$ cat config.mk
export PLATFORM = sky130hd
export DESIGN_NAME = motion_tamper_alarm_detector
export DESIGN_NICKNAME = d
export VERILOG_FILES = /design/src/hdl/mtad_pkg.sv /design/src/hdl/motion_tamper_alarm_detector.sv /design/src/hdl/mtad_div.sv /design/src/hdl/mtad_window.sv /design/src/hdl/mtad_ctrl.sv
export VERILOG_INCLUDE_DIRS = /design/src /design/src/hdl
export SDC_FILE = /design/constraint.sdc
export NUM_CORES = 2
export LEC_CHECK = 0
export ABC_CLOCK_PERIOD_IN_PS = 20900
export BUFFER_PORTS_ARGS = -buffer_cell sky130_fd_sc_hd__buf_2
export CORE_MARGIN = 2
export CORE_UTILIZATION = 50
export DETAILED_ROUTE_END_ITERATION = 16
export GPL_ROUTABILITY_DRIVEN = 0
export GPL_TIMING_DRIVEN = 0
export PLACE_DENSITY = 0.71
export SYNTH_ARGS = -nofsm -noshare
export SYNTH_HDL_FRONTEND = slang
export SYNTH_HIERARCHICAL = 1
export SYNTH_SLANG_ARGS = --single-unit
$ cat constraint.sdc
create_clock -name clock -period 20.9 [get_ports clock]
set_input_delay 2.09 -clock clock [delete_from_list [all_inputs] [get_ports clock]]
set_output_delay 2.09 -clock clock [all_outputs]
set_load 0.02 [all_outputs]
$ cat src/hdl/motion_tamper_alarm_detector_assert.svh
// ----------------------------------------------------------------------------
// Motion tamper alarm detector assertion macros
// Shared concurrent assertion forms, clocked on clock and disabled in reset.
// ----------------------------------------------------------------------------
`ifndef MOTION_TAMPER_ALARM_DETECTOR_ASSERT_SVH
`define MOTION_TAMPER_ALARM_DETECTOR_ASSERT_SVH

// The expression holds at every clock edge outside reset.
`define MTAD_ASSERT_ALWAYS(lbl, expr) \
   lbl: assert property (@(posedge clock) disable iff (reset) (expr)) \
      else $error("mtad: invariant violated");

// When the antecedent holds, the consequent holds in the next cycle.
`define MTAD_ASSERT_NEXT(lbl, ante, cons) \
   lbl: assert property (@(posedge clock) disable iff (reset) (ante) |=> (cons)) \
      else $error("mtad: next-cycle property violated");

`endif

$ cat src/hdl/mtad_pkg.sv
// ----------------------------------------------------------------------------
// mtad_pkg
// Types and constants shared by the motion tamper alarm detector modules.
// ----------------------------------------------------------------------------
`timescale 1ns / 1ps

package mtad_pkg;

   localparam int unsigned THRESH_BITS    = 12;
   localparam int unsigned LIMIT_BITS     = 8;
   localparam int unsigned SEQ_BITS       = 32;
   localparam int unsigned COUNT_BITS     = 8;
   localparam int unsigned TAMPER_BITS    = 3;
   localparam int unsigned CSR_INDEX_BITS = 8;
   localparam int unsigned CSR_DATA_BITS  = 12;

   localparam logic [TAMPER_BITS-1:0] TAMPER_RELOAD = 3'd5;
   localparam logic [COUNT_BITS-1:0]  COUNT_MAX     = 8'hFF;

   localparam logic [CSR_INDEX_BITS-1:0] CSR_MOTION_THRESHOLD = 8'd0;
   localparam logic [CSR_INDEX_BITS-1:0] CSR_LOSS_LIMIT       = 8'd1;
   localparam logic [CSR_INDEX_BITS-1:0] CSR_MOVING_LIMIT     = 8'd2;
   localparam logic [CSR_INDEX_BITS-1:0] CSR_ALARM_BEEP_LIMIT = 8'd3;

   typedef enum logic [1:0] {
      ACK_NONE,
      ACK_ALARM,
      ACK_BROADCAST
   } ack_type;

   typedef enum logic [1:0] {
      SLEEP_WARMUP,
      SLEEP_TAMPER,
      SLEEP_LOSS,
      SLEEP_IDLE
   } sleep_type;

   typedef struct packed {
      logic [THRESH_BITS-1:0] motion_threshold;
      logic [LIMIT_BITS-1:0]  loss_limit;
      logic [LIMIT_BITS-1:0]  moving_limit;
      logic [LIMIT_BITS-1:0]  alarm_beep_limit;
   } cfg_type;

   typedef struct packed {
      logic skip;
      logic warmup_done;
      logic motion;
   } win_status_type;

   typedef struct packed {
      logic [SEQ_BITS-1:0]   packet_seq;
      logic [COUNT_BITS-1:0] packet_moving;
      logic                  use_alarm_address;
      ack_type               ack_outcome;
      logic                  alarm_beep;
      logic                  warmup_done;
      sleep_type             sleep_kind;
      logic [COUNT_BITS-1:0] alarm_count;
   } result_type;

endpackage

$ cat src/hdl/motion_tamper_alarm_detector.sv
// ----------------------------------------------------------------------------
// motion_tamper_alarm_detector
// Per wake period: sample window, tamper detection, alarm and packet fields.
// ----------------------------------------------------------------------------
// Each word on the req_ channel is one wake period: a three-axis accelerometer
// sample and whether the last transmission was acknowledged. Each accepted
// word yields exactly one rsp_ word with the packet fields, acknowledge
// outcome, alarm beep, warm-up completion, sleep class and alarm count.
// The csr_ channel writes the four registers by index; it is always ready
// and must only be used while no word is in flight.
// An accepted word lands in the input register; once the result register is
// free or being emptied, the window update, the divide-by-depth mean check
// and the counter logic run in one pass and the result register is loaded,
// raising rsp_valid. One word per cycle is sustained while the receiver
// takes each result; the window and counter update logic runs in one pass
// per word.
// When the receiver stalls, the result waits in its register and one more
// word may wait in the input register; req_ready drops only when both are
// full. Reset clears the window, sums and counters and restores the
// register defaults; it takes effect at the next clock edge.
// ----------------------------------------------------------------------------
`timescale 1ns / 1ps
`include "motion_tamper_alarm_detector_assert.svh"

module motion_tamper_alarm_detector
   import mtad_pkg::*;
#(
   parameter int WINDOW_DEPTH = 10,
   parameter int SAMPLE_BITS  = 12
) (
   input  logic                          clock,
   input  logic                          reset,

   input  logic                          req_valid,
   output logic                          req_ready,
   input  logic signed [SAMPLE_BITS-1:0] req_accel_x,
   input  logic signed [SAMPLE_BITS-1:0] req_accel_y,
   input  logic signed [SAMPLE_BITS-1:0] req_accel_z,
   input  logic                          req_tx_acked,

   output logic                          rsp_valid,
   input  logic                          rsp_ready,
   output logic [SEQ_BITS-1:0]           rsp_packet_seq,
   output logic [COUNT_BITS-1:0]         rsp_packet_moving,
   output logic                          rsp_use_alarm_address,
   output logic [1:0]                    rsp_ack_outcome,
   output logic                          rsp_alarm_beep,
   output logic                          rsp_warmup_done,
   output logic [1:0]                    rsp_sleep_kind,
   output logic [COUNT_BITS-1:0]         rsp_alarm_count,

   input  logic                          csr_valid,
   output logic                          csr_ready,
   input  logic [CSR_INDEX_BITS-1:0]     csr_index,
   input  logic [CSR_DATA_BITS-1:0]      csr_data
);

   // Input register holding one accepted word.
   logic                          in_valid_ff;
   logic signed [SAMPLE_BITS-1:0] in_sample_ff [3];
   logic                          in_acked_ff;

   logic           advance;
   cfg_type        cfg_ff;
   win_status_type status;
   result_type     result_c;
   result_type     rsp_ff;
   logic           rsp_valid_ff;

   // The item moves into the result register whenever that register is free
   // or is being emptied in the same cycle.
   assign advance   = in_valid_ff && (!rsp_valid_ff || rsp_ready);
   assign req_ready = !in_valid_ff || advance;
   assign csr_ready = 1'b1;

   always_ff @(posedge clock) begin
      if (reset) begin
         in_valid_ff <= 1'b0;
      end else if (req_valid && req_ready) begin
         in_valid_ff <= 1'b1;
      end else if (advance) begin
         in_valid_ff <= 1'b0;
      end
   end

   always_ff @(posedge clock) begin
      if (req_valid && req_ready) begin
         in_sample_ff[0] <= req_accel_x;
         in_sample_ff[1] <= req_accel_y;
         in_sample_ff[2] <= req_accel_z;
         in_acked_ff     <= req_tx_acked;
      end
   end

   // Register file; writes to unknown indexes are dropped.
   always_ff @(posedge clock) begin
      if (reset) begin
         cfg_ff.motion_threshold <= THRESH_BITS'(8);
         cfg_ff.loss_limit       <= LIMIT_BITS'(4);
         cfg_ff.moving_limit     <= LIMIT_BITS'(4);
         cfg_ff.alarm_beep_limit <= LIMIT_BITS'(8);
      end else if (csr_valid && csr_ready) begin
         case (csr_index)
            CSR_MOTION_THRESHOLD: begin
               cfg_ff.motion_threshold <= csr_data[THRESH_BITS-1:0];
            end
            CSR_LOSS_LIMIT: begin
               cfg_ff.loss_limit <= csr_data[LIMIT_BITS-1:0];
            end
            CSR_MOVING_LIMIT: begin
               cfg_ff.moving_limit <= csr_data[LIMIT_BITS-1:0];
            end
            CSR_ALARM_BEEP_LIMIT: begin
               cfg_ff.alarm_beep_limit <= csr_data[LIMIT_BITS-1:0];
            end
            default: begin
            end
         endcase
      end
   end

   mtad_window #(
      .WINDOW_DEPTH (WINDOW_DEPTH),
      .SAMPLE_BITS  (SAMPLE_BITS)
   ) u_window (
      .clock            (clock),
      .reset            (reset),
      .advance          (advance),
      .sample           (in_sample_ff),
      .motion_threshold (cfg_ff.motion_threshold),
      .status           (status)
   );

   mtad_ctrl u_ctrl (
      .clock    (clock),
      .reset    (reset),
      .advance  (advance),
      .tx_acked (in_acked_ff),
      .cfg      (cfg_ff),
      .status   (status),
      .result   (result_c)
   );

   // Result register.
   always_ff @(posedge clock) begin
      if (reset) begin
         rsp_valid_ff <= 1'b0;
      end else if (advance) begin
         rsp_valid_ff <= 1'b1;
      end else if (rsp_ready) begin
         rsp_valid_ff <= 1'b0;
      end
   end

   always_ff @(posedge clock) begin
      if (advance) begin
         rsp_ff <= result_c;
      end
   end

   assign rsp_valid             = rsp_valid_ff;
   assign rsp_packet_seq        = rsp_ff.packet_seq;
   assign rsp_packet_moving     = rsp_ff.packet_moving;
   assign rsp_use_alarm_address = rsp_ff.use_alarm_address;
   assign rsp_ack_outcome       = rsp_ff.ack_outcome;
   assign rsp_alarm_beep        = rsp_ff.alarm_beep;
   assign rsp_warmup_done       = rsp_ff.warmup_done;
   assign rsp_sleep_kind        = rsp_ff.sleep_kind;
   assign rsp_alarm_count       = rsp_ff.alarm_count;

   `MTAD_ASSERT_NEXT(a_rsp_loaded, advance, rsp_valid_ff)
   `MTAD_ASSERT_NEXT(a_in_held, in_valid_ff && rsp_valid_ff && !rsp_ready, in_valid_ff)
   `MTAD_ASSERT_ALWAYS(a_beep_tamper,
      !rsp_valid_ff || !rsp_ff.alarm_beep || rsp_ff.sleep_kind == SLEEP_TAMPER)

endmodule

$ cat src/hdl/mtad_div.sv
// ----------------------------------------------------------------------------
// mtad_div
// Signed division of a window sum by a constant depth, truncated toward zero.
// ----------------------------------------------------------------------------
`timescale 1ns / 1ps

module mtad_div #(
   parameter int SUM_BITS = 16,
   parameter int QUO_BITS = 12,
   parameter int DIVISOR  = 10
) (
   input  logic signed [SUM_BITS-1:0] dividend,
   output logic signed [QUO_BITS-1:0] quotient
);

   // Rounded-up reciprocal, exact for every magnitude of SUM_BITS bits.
   localparam int SHIFT_BITS = SUM_BITS + $clog2(DIVISOR);
   localparam longint unsigned RECIP =
      ((64'd1 << SHIFT_BITS) + DIVISOR - 1) / DIVISOR;
   localparam int PROD_BITS = 2 * SUM_BITS + 1;

   logic                  neg;
   logic [SUM_BITS-1:0]   mag;
   logic [SUM_BITS:0]     recip_c;
   logic [PROD_BITS-1:0]  prod;
   logic [QUO_BITS-1:0]   quo_mag;

   assign recip_c = RECIP[SUM_BITS:0];
   assign neg     = dividend[SUM_BITS-1];
   assign mag     = neg ? (~dividend + SUM_BITS'(1)) : dividend;
   assign prod    = PROD_BITS'(mag) * PROD_BITS'(recip_c);
   assign quo_mag = prod[SHIFT_BITS +: QUO_BITS];

   // Negating the magnitude gives truncation toward zero.
   assign quotient = neg ? $signed(~quo_mag + QUO_BITS'(1)) : $signed(quo_mag);

endmodule

$ cat src/hdl/mtad_window.sv
// ----------------------------------------------------------------------------
// mtad_window
// Sample window, running sums, fill tracking and the motion deviation check.
// ----------------------------------------------------------------------------
`timescale 1ns / 1ps
`include "motion_tamper_alarm_detector_assert.svh"

module mtad_window
   import mtad_pkg::*;
#(
   parameter int WINDOW_DEPTH = 10,
   parameter int SAMPLE_BITS  = 12
) (
   input  logic                          clock,
   input  logic                          reset,
   input  logic                          advance,
   input  logic signed [SAMPLE_BITS-1:0] sample [3],
   input  logic [THRESH_BITS-1:0]        motion_threshold,
   output win_status_type                status
);

   localparam int POS_BITS = (WINDOW_DEPTH > 1) ? $clog2(WINDOW_DEPTH) : 1;
   localparam int SUM_BITS = SAMPLE_BITS + $clog2(WINDOW_DEPTH);
   localparam int DEV_BITS = SAMPLE_BITS + 1;
   localparam int CMP_BITS = (SAMPLE_BITS > THRESH_BITS) ? SAMPLE_BITS : THRESH_BITS;

   logic signed [SAMPLE_BITS-1:0] win_ff [WINDOW_DEPTH][3];
   logic signed [SUM_BITS-1:0]    sum_ff [3];
   logic signed [SUM_BITS-1:0]    sum_in [3];
   logic [POS_BITS-1:0]           wr_pos_ff;
   logic [POS_BITS-1:0]           wr_pos_in;
   logic                          warmed_ff;
   logic                          wrap;
   logic signed [SAMPLE_BITS-1:0] mean [3];
   logic signed [DEV_BITS-1:0]    dev [3];
   logic [SAMPLE_BITS-1:0]        dev_mag [3];
   logic [2:0]                    over;

   assign wrap      = (wr_pos_ff == POS_BITS'(WINDOW_DEPTH - 1));
   assign wr_pos_in = wrap ? '0 : wr_pos_ff + POS_BITS'(1);

   always_comb begin
      for (int a = 0; a < 3; a++) begin
         sum_in[a] = sum_ff[a] + SUM_BITS'(sample[a]) - SUM_BITS'(win_ff[wr_pos_ff][a]);
      end
   end

   for (genvar g = 0; g < 3; g++) begin : g_axis
      mtad_div #(
         .SUM_BITS (SUM_BITS),
         .QUO_BITS (SAMPLE_BITS),
         .DIVISOR  (WINDOW_DEPTH)
      ) u_div (
         .dividend (sum_in[g]),
         .quotient (mean[g])
      );
   end

   always_comb begin
      for (int a = 0; a < 3; a++) begin
         dev[a]     = DEV_BITS'(mean[a]) - DEV_BITS'(sample[a]);
         dev_mag[a] = dev[a][DEV_BITS-1] ? SAMPLE_BITS'(-dev[a]) : SAMPLE_BITS'(dev[a]);
         over[a]    = (CMP_BITS'(dev_mag[a]) >= CMP_BITS'(motion_threshold));
      end
   end

   // Motion is only checked once the window was already full before this sample.
   assign status.skip        = !warmed_ff && !wrap;
   assign status.warmup_done = !warmed_ff && wrap;
   assign status.motion      = warmed_ff && (|over);

   always_ff @(posedge clock) begin
      if (reset) begin
         wr_pos_ff <= '0;
         warmed_ff <= 1'b0;
         for (int a = 0; a < 3; a++) begin
            sum_ff[a] <= '0;
         end
         for (int e = 0; e < WINDOW_DEPTH; e++) begin
            for (int a = 0; a < 3; a++) begin
               win_ff[e][a] <= '0;
            end
         end
      end else if (advance) begin
         wr_pos_ff <= wr_pos_in;
         if (wrap) begin
            warmed_ff <= 1'b1;
         end
         for (int a = 0; a < 3; a++) begin
            sum_ff[a]            <= sum_in[a];
            win_ff[wr_pos_ff][a] <= sample[a];
         end
      end
   end

   `MTAD_ASSERT_ALWAYS(a_pos_range, wr_pos_ff <= POS_BITS'(WINDOW_DEPTH - 1))
   `MTAD_ASSERT_NEXT(a_warm_set, advance && status.warmup_done, warmed_ff)

endmodule

$ cat src/hdl/mtad_ctrl.sv
// ----------------------------------------------------------------------------
// mtad_ctrl
// Sequence, acknowledge, loss, tamper, moving and alarm counters per period.
// ----------------------------------------------------------------------------
`timescale 1ns / 1ps

module mtad_ctrl
   import mtad_pkg::*;
(
   input  logic           clock,
   input  logic           reset,
   input  logic           advance,
   input  logic           tx_acked,
   input  cfg_type        cfg,
   input  win_status_type status,
   output result_type     result
);

   logic [SEQ_BITS-1:0]    seq_ff, seq_in;
   logic [TAMPER_BITS-1:0] tamper_ff, tamper_in;
   logic [COUNT_BITS-1:0]  moving_ff, moving_in;
   logic [COUNT_BITS-1:0]  loss_ff, loss_in;
   logic [COUNT_BITS-1:0]  alarm_ff, alarm_in;
   logic                   off_ff, off_in;

   always_comb begin
      seq_in    = seq_ff + SEQ_BITS'(1);
      tamper_in = tamper_ff;
      moving_in = moving_ff;
      loss_in   = loss_ff;
      alarm_in  = alarm_ff;
      off_in    = off_ff;

      result.packet_seq        = seq_ff;
      result.packet_moving     = moving_ff;
      result.use_alarm_address = (alarm_ff != '0) && seq_in[0];
      result.ack_outcome       = ACK_NONE;
      result.alarm_beep        = 1'b0;
      result.warmup_done       = status.warmup_done;
      result.sleep_kind        = SLEEP_WARMUP;

      if (tx_acked) begin
         if (alarm_ff != '0) begin
            result.ack_outcome = seq_in[0] ? ACK_ALARM : ACK_BROADCAST;
            alarm_in           = '0;
         end
         tamper_in = '0;
         moving_in = '0;
         loss_in   = '0;
         off_in    = 1'b0;
      end else if (!off_ff) begin
         if (loss_ff < cfg.loss_limit) begin
            loss_in = loss_ff + COUNT_BITS'(1);
         end else begin
            tamper_in = TAMPER_RELOAD;
         end
      end

      // Unfilled warm-up periods skip the motion check and tamper countdown.
      if (!status.skip) begin
         if (status.motion) begin
            tamper_in = TAMPER_RELOAD;
         end
         if ((tamper_in != '0) && !off_in) begin
            result.sleep_kind = SLEEP_TAMPER;
            tamper_in         = tamper_in - TAMPER_BITS'(1);
            if (moving_in < cfg.moving_limit) begin
               moving_in = moving_in + COUNT_BITS'(1);
            end else begin
               result.alarm_beep = 1'b1;
               if ((alarm_in <= cfg.alarm_beep_limit) && (alarm_in != COUNT_MAX)) begin
                  alarm_in = alarm_in + COUNT_BITS'(1);
               end else begin
                  off_in = 1'b1;
               end
            end
         end else begin
            result.sleep_kind = (loss_in != '0) ? SLEEP_LOSS : SLEEP_IDLE;
            moving_in         = '0;
         end
      end

      result.alarm_count = alarm_in;
   end

   always_ff @(posedge clock) begin
      if (reset) begin
         seq_ff    <= '0;
         tamper_ff <= '0;
         moving_ff <= '0;
         loss_ff   <= '0;
         alarm_ff  <= '0;
         off_ff    <= 1'b0;
      end else if (advance) begin
         seq_ff    <= seq_in;
         tamper_ff <= tamper_in;
         moving_ff <= moving_in;
         loss_ff   <= loss_in;
         alarm_ff  <= alarm_in;
         off_ff    <= off_in;
      end
   end

endmodule
# ---- Yosys cells after proc, flatten, opt, wreduce, memory -nomap -nowiden
# Memories as Yosys holds them, arrays and structs flattened. A register that Yosys moved wholly into a read port is not among the register bits.
# Index checks and enable logic that the tools add are counted.
dict set report classes {
  addsub 24
  n_mul 3
  magnitude_cmp 6
  eq_ne 5
  n_mux 56
  n_bitwise 10
  reduce_logical 31
}
# cell n
set ops {}
lappend ops {{$mux 8} 13}
lappend ops {{$mux 16} 6}
lappend ops {{$mul 16x16->31 const B} 3}
lappend ops {{$mux 12} 6}
lappend ops {{$add 16x12->16} 3}
lappend ops {{$add 16x2->16 const B} 3}
lappend ops {{$not 16->16} 3}
lappend ops {{$sub 16x12->16} 3}
lappend ops {{$sub 12x12->13} 3}
lappend ops {{$add 12x1->12 const B} 3}
lappend ops {{$ge 12x12->1} 3}
lappend ops {{$mux 36} 1}
lappend ops {{$neg 12->12} 3}
lappend ops {{$not 12->12} 3}
lappend ops {{$reduce_or 36->1} 1}
lappend ops {{$add 32x1->32 const B} 1}
lappend ops {{$add 8x1->8 const B} 3}
lappend ops {{$mux 3} 7}
lappend ops {{$mux 1} 18}
lappend ops {{$eq 8x2->1 const B} 2}
lappend ops {{$lt 8x8->1} 2}
lappend ops {{$mux 4} 4}
lappend ops {{$reduce_bool 8->1} 2}
lappend ops {{$reduce_and 2->1} 6}
lappend ops {{other kinds (17)} 33}
dict set report word_totals {
  register_bits 195
  ram_bits 408
  elab_cells 164
  memories 2
}
# name words word_bits rd rd_clocked_by_memory_dff wr line_no
set memory_table {}
lappend memory_table {u_window.win_ff 10 36 1 1 10 mtad_window.sv:27} ;# logic signed [SAMPLE_BITS-1:0] win_ff [WINDOW_DEPTH][3];
lappend memory_table {u_window.sum_ff 3 16 3 0 3 mtad_window.sv:28} ;# logic signed [SUM_BITS-1:0] sum_ff [3];

# ---- Logic depth before layout (Yosys ltp)
# An unclocked memory read counts as a cell.
dict set report depth {
  word_depth 22
  mapped_depth 72
  ltp_nobuf 67
}

# ---- By module
# The synthesis kept the hierarchy.
# module instances cells_each area_each_um2
set by_module_without_submodules {}
lappend by_module_without_submodules {mtad_window 1 2338 32788.9}
lappend by_module_without_submodules {{mtad_div at u_window.g_axis[2].u_div} 1 622 5467.7}
lappend by_module_without_submodules {{mtad_div at u_window.g_axis[0].u_div} 1 601 5297.6}
lappend by_module_without_submodules {{mtad_div at u_window.g_axis[1].u_div} 1 595 5267.6}
lappend by_module_without_submodules {motion_tamper_alarm_detector 1 240 4359.2}
lappend by_module_without_submodules {mtad_ctrl 1 498 3827.4}

# ---- Least setup slack after synthesis
# OpenSTA, ideal clock, no wires.
dict set report synth_timing {
  path_type {flip-flop to flip-flop}
  start {register (tool-made name)}
  end {register rsp_ff (netlist bit rsp_alarm_count[4]), data pin}
  setup_time_ns 0.262
  arrival_ns 15.830
  path_slack_ns 4.807
  stages_incl_launch_ff 64
  period_less_slack_ns 16.093
  path_cell_list {dfxtp_1 clkbuf_1 buf_1 buf_2 mux4_2 mux4_2 fa_1 inv_1 ha_1 a21o_1 a21oi_1 o21bai_1 a21oi_1 xnor2_1 or3_1 or3_1 or3_1 or2_2 [... 28 more ...] xor2_1 ha_1 a2111oi_0 o21ai_0 o2111ai_1 o21ai_0 o31a_1 nand2b_1 ha_1 ha_1 a2111oi_0 a21bo_2 nand2_1 and2_1 buf_2 buf_2 nand2_1 xnor2_1}
}
# item line_no
set synth_lines {}
lappend synth_lines {{end signal: assignment} motion_tamper_alarm_detector.sv:157} ;# rsp_ff <= result_c;
lappend synth_lines {{end: declaration} motion_tamper_alarm_detector.sv:67} ;# result_type rsp_ff;

==> flow_summary.yaml <==
outcome:
  run_status: "finished clean"
setup_path:
  crit_path_end_kind: "register"
  rrSetupSlack_ps: 1580
  startpoint_type: "register"
  critPathCapture: "rsp_alarm_count[4]"
  reg2reg_depth: 62
  crit_fanout: 10
  r2r_end: "rsp_alarm_count[4]"
  worstPathRequired_ps: 21290
  slowest_delay_ps: 900
  path_class: "register to register"
  critical_path.most_common_cell: "ha_1"
  arrival_ps: 19710
  crit_slowest_cell: "clkbuf_1"
grt:
  gr-total-overflow: 0
  grt_pass1_vias: 40359
  grt_usage_pct: 26.3
  antenna_found_initial: 4
  grt_pass1_wl_um: 235000
  grt_start_max_net_pins: 37
sta:
  fmax_mhz: 51.8
  period_share_pct: 92.5
  finalHoldViolCount: 0
  setup_tns_ps: 0
  hold-worst-slack_ps: 452
  fin_skew_ps: 57.1
  slew_headroom_pct: 11.1
  worstMarginPinSlew_ps: 1330
  rsz0062_at_grt: "false"
  finalWorstPathRequiredPeriod_ps: 19320
  slew_viol_final: 0
  setup_viol: 0
floorplanning:
  die_w_um: 342
  fp.dieArea_sq_um: 117000
  core-area_sq_um: 113000
  die_y_um: 342
  start_util_pct: 50.5
  pin_count: 120
  core.rowCount: 123
cts:
  numCtsBuffers: 83
  cts-resized-gates: 0
  postCtsSetupRepairBufs: 0
  cts_tree: "built"
  cts.sinks: 823
  clock_path_buffers: 3
  cts_hold_buffers: 0
  clkSlewWorstSetupHoldPaths_ps: 70
  htreeDepth: 3
  ctsRootBufferMaster: "clkbuf_16"
  clk_latency_ps: 650
detailed_routing:
  dr_total_vias: 39889
  drt_wl_total_um: 153000
  vias_per_cell: 5.97
  drt_iter0_drc: 4001
  ant_nets: 0
  drtPass1Iterations: 6
  drc_errors: 0
  wl_per_cell_um: 22.9
logic_synthesis:
  ys_ff_latch: 823
  synth_cell_types: 125
  syn_inst: 4894
  yosys_most_used_dff: "edfxtp_1"
  syn_avg_cell_area_sq_um: 11.6
  async_flop_share_pct: 0
  yosysWarnings: 6
  netlist_area_sq_um: 57000
  ys_seq_area_share_pct: 41.5
  synth-edff-count: 716
  synth_nets: 5767
min_path:
  hold_class: "register to register"
layout:
  fin_nets: 5985
  final_cell_mix: "edfxtp_1 (716), inv_1 (705), ha_1 (535)"
  fillCellCount: 9326
  diodes: 0
  drive_above_1_share_pct: 10.8
  layout_commonest_cell: "edfxtp_1"
  area_delta_synth_final_pct: 9.88
place:
  port-buffer-count: 118
  dp_hpwl_um: 114000
flow_run:
  drv_cap: 0
==> state kept, by name, summed over array words and instances (netlist names), 3 cells and up, named ones only <==
register,count
u_ctrl/alarm_ff,8
u_window/win_ff,576
u_ctrl/seq_ff,32
in_sample_ff,36
rsp_alarm_count,8
u_window/sum_ff,48
cfg_ff,36
rsp_packet_moving,8
rsp_packet_seq,32
u_window/wr_pos_ff,4
u_ctrl/moving_ff,8
u_ctrl/tamper_ff,3
u_ctrl/loss_ff,8
==> per-layer routing <==
metal,share of wire [%],track usage (%),routed length [um],vias up
li1,-,-,-,17974
met1,41,35.6,62100,19628
met2,46,41.7,69800,1888
met3,8.9,4.69,13600,391
met4,4.7,11.6,7240,8
met5,0.031,0,47,-
==> worst min-delay path by stage <==
stage / cells past startpoint / startpoint / to / slack [ps]
6_report: 0 / u_ctrl/moving_ff[1] / rsp_packet_moving[1] / 450
5_1_grt: 0 / u_ctrl/moving_ff[1] / rsp_packet_moving[1] / 450
4_1_cts: 0 / u_ctrl/moving_ff[1] / rsp_packet_moving[1] / 460
3_5_place_dp: 0 / u_ctrl/seq_ff[31] / rsp_packet_seq[31] / 440
3_3_place_gp: 0 / u_ctrl/seq_ff[31] / rsp_packet_seq[31] / 440
2_1_floorplan: 0 / u_ctrl/moving_ff[7] / rsp_packet_moving[7] / 410
==> cell type report <==
class | instances | area (sq um) | share of cell area (%)
plain buffers | 218 | 900 | 1.44
clock buffers | 112 | 2310 | 3.69
clock inverters | 43 | 515 | 0.823
inverters | 705 | 2650 | 4.22
multi-input cells | 3148 | 29900 | 47.7
flip-flops and latches | 823 | 23600 | 37.7
well taps | 1500 | 1880 | 3.00
repair buffers | 133 | 870 | 1.39
==> synth_stat cells, types with 107 or more instances <==
| cell | instances | area, sq um |
|---|---|---|
| a21oi_1 | 165 | 826 |
| clkbuf_1 | 177 | 664 |
| dfxtp_1 | 107 | 2140 |
| edfxtp_1 | 716 | 21500 |
| fa_1 | 276 | 5530 |
| ha_1 | 535 | 6690 |
| inv_1 | 705 | 2650 |
| mux4_2 | 180 | 4050 |
| nand2_1 | 182 | 683 |
| nor2_1 | 202 | 758 |
| nor3_1 | 298 | 1490 |
| nor4_1 | 110 | 688 |
| xnor2_1 | 166 | 1450 |
==> metrics by stage <==
stage / worst slack [ps] / cell area, sq um / instances / util, %
after global routing: 597 / 62600 / 6682 / 55.5
after detailed placement: 2000 / 59800 / 6527 / 53.0
final: 1580 / 62600 / 6682 / 55.5
after CTS: 1930 / 62600 / 6682 / 55.5
after floorplan: 4810 / 57000 / 4894 / -
after global placement: 2130 / 59500 / 6512 / 52.7
==> kinds of logic (layout without fill, tap and decap cells) <==
logic type | after synthesis | after routing | synth area share [%]
adder cells (fa/ha/maj) | 811 | 811 | 21.4
other | 1 | 1 | 0.00658
buffers and inverters | 923 | 1211 | 6.22
AO/OA/AOI/OAI | 592 | 592 | 7.12
AND/OR/NAND/NOR | 1251 | 1251 | 11.7
flip-flops | 823 | 823 | 41.5
XOR/XNOR | 265 | 265 | 4.10
multiplexers | 228 | 228 | 7.96
==> worst max-delay path, delay by kind of cell (launching register included) <==
kind | cells | cell delay (ps)
simple gates | 13 | 3260
mux | 2 | 1020
fa+ha+maj | 13 | 5060
compound gates | 17 | 4770
flops | 1 | 310
buf+inv | 11 | 3250
xor+xnor | 6 | 1400
Power is left out: the tool's default activity adds up to more than one toggle a clock period on the data nets, which glitch-free logic cannot reach.
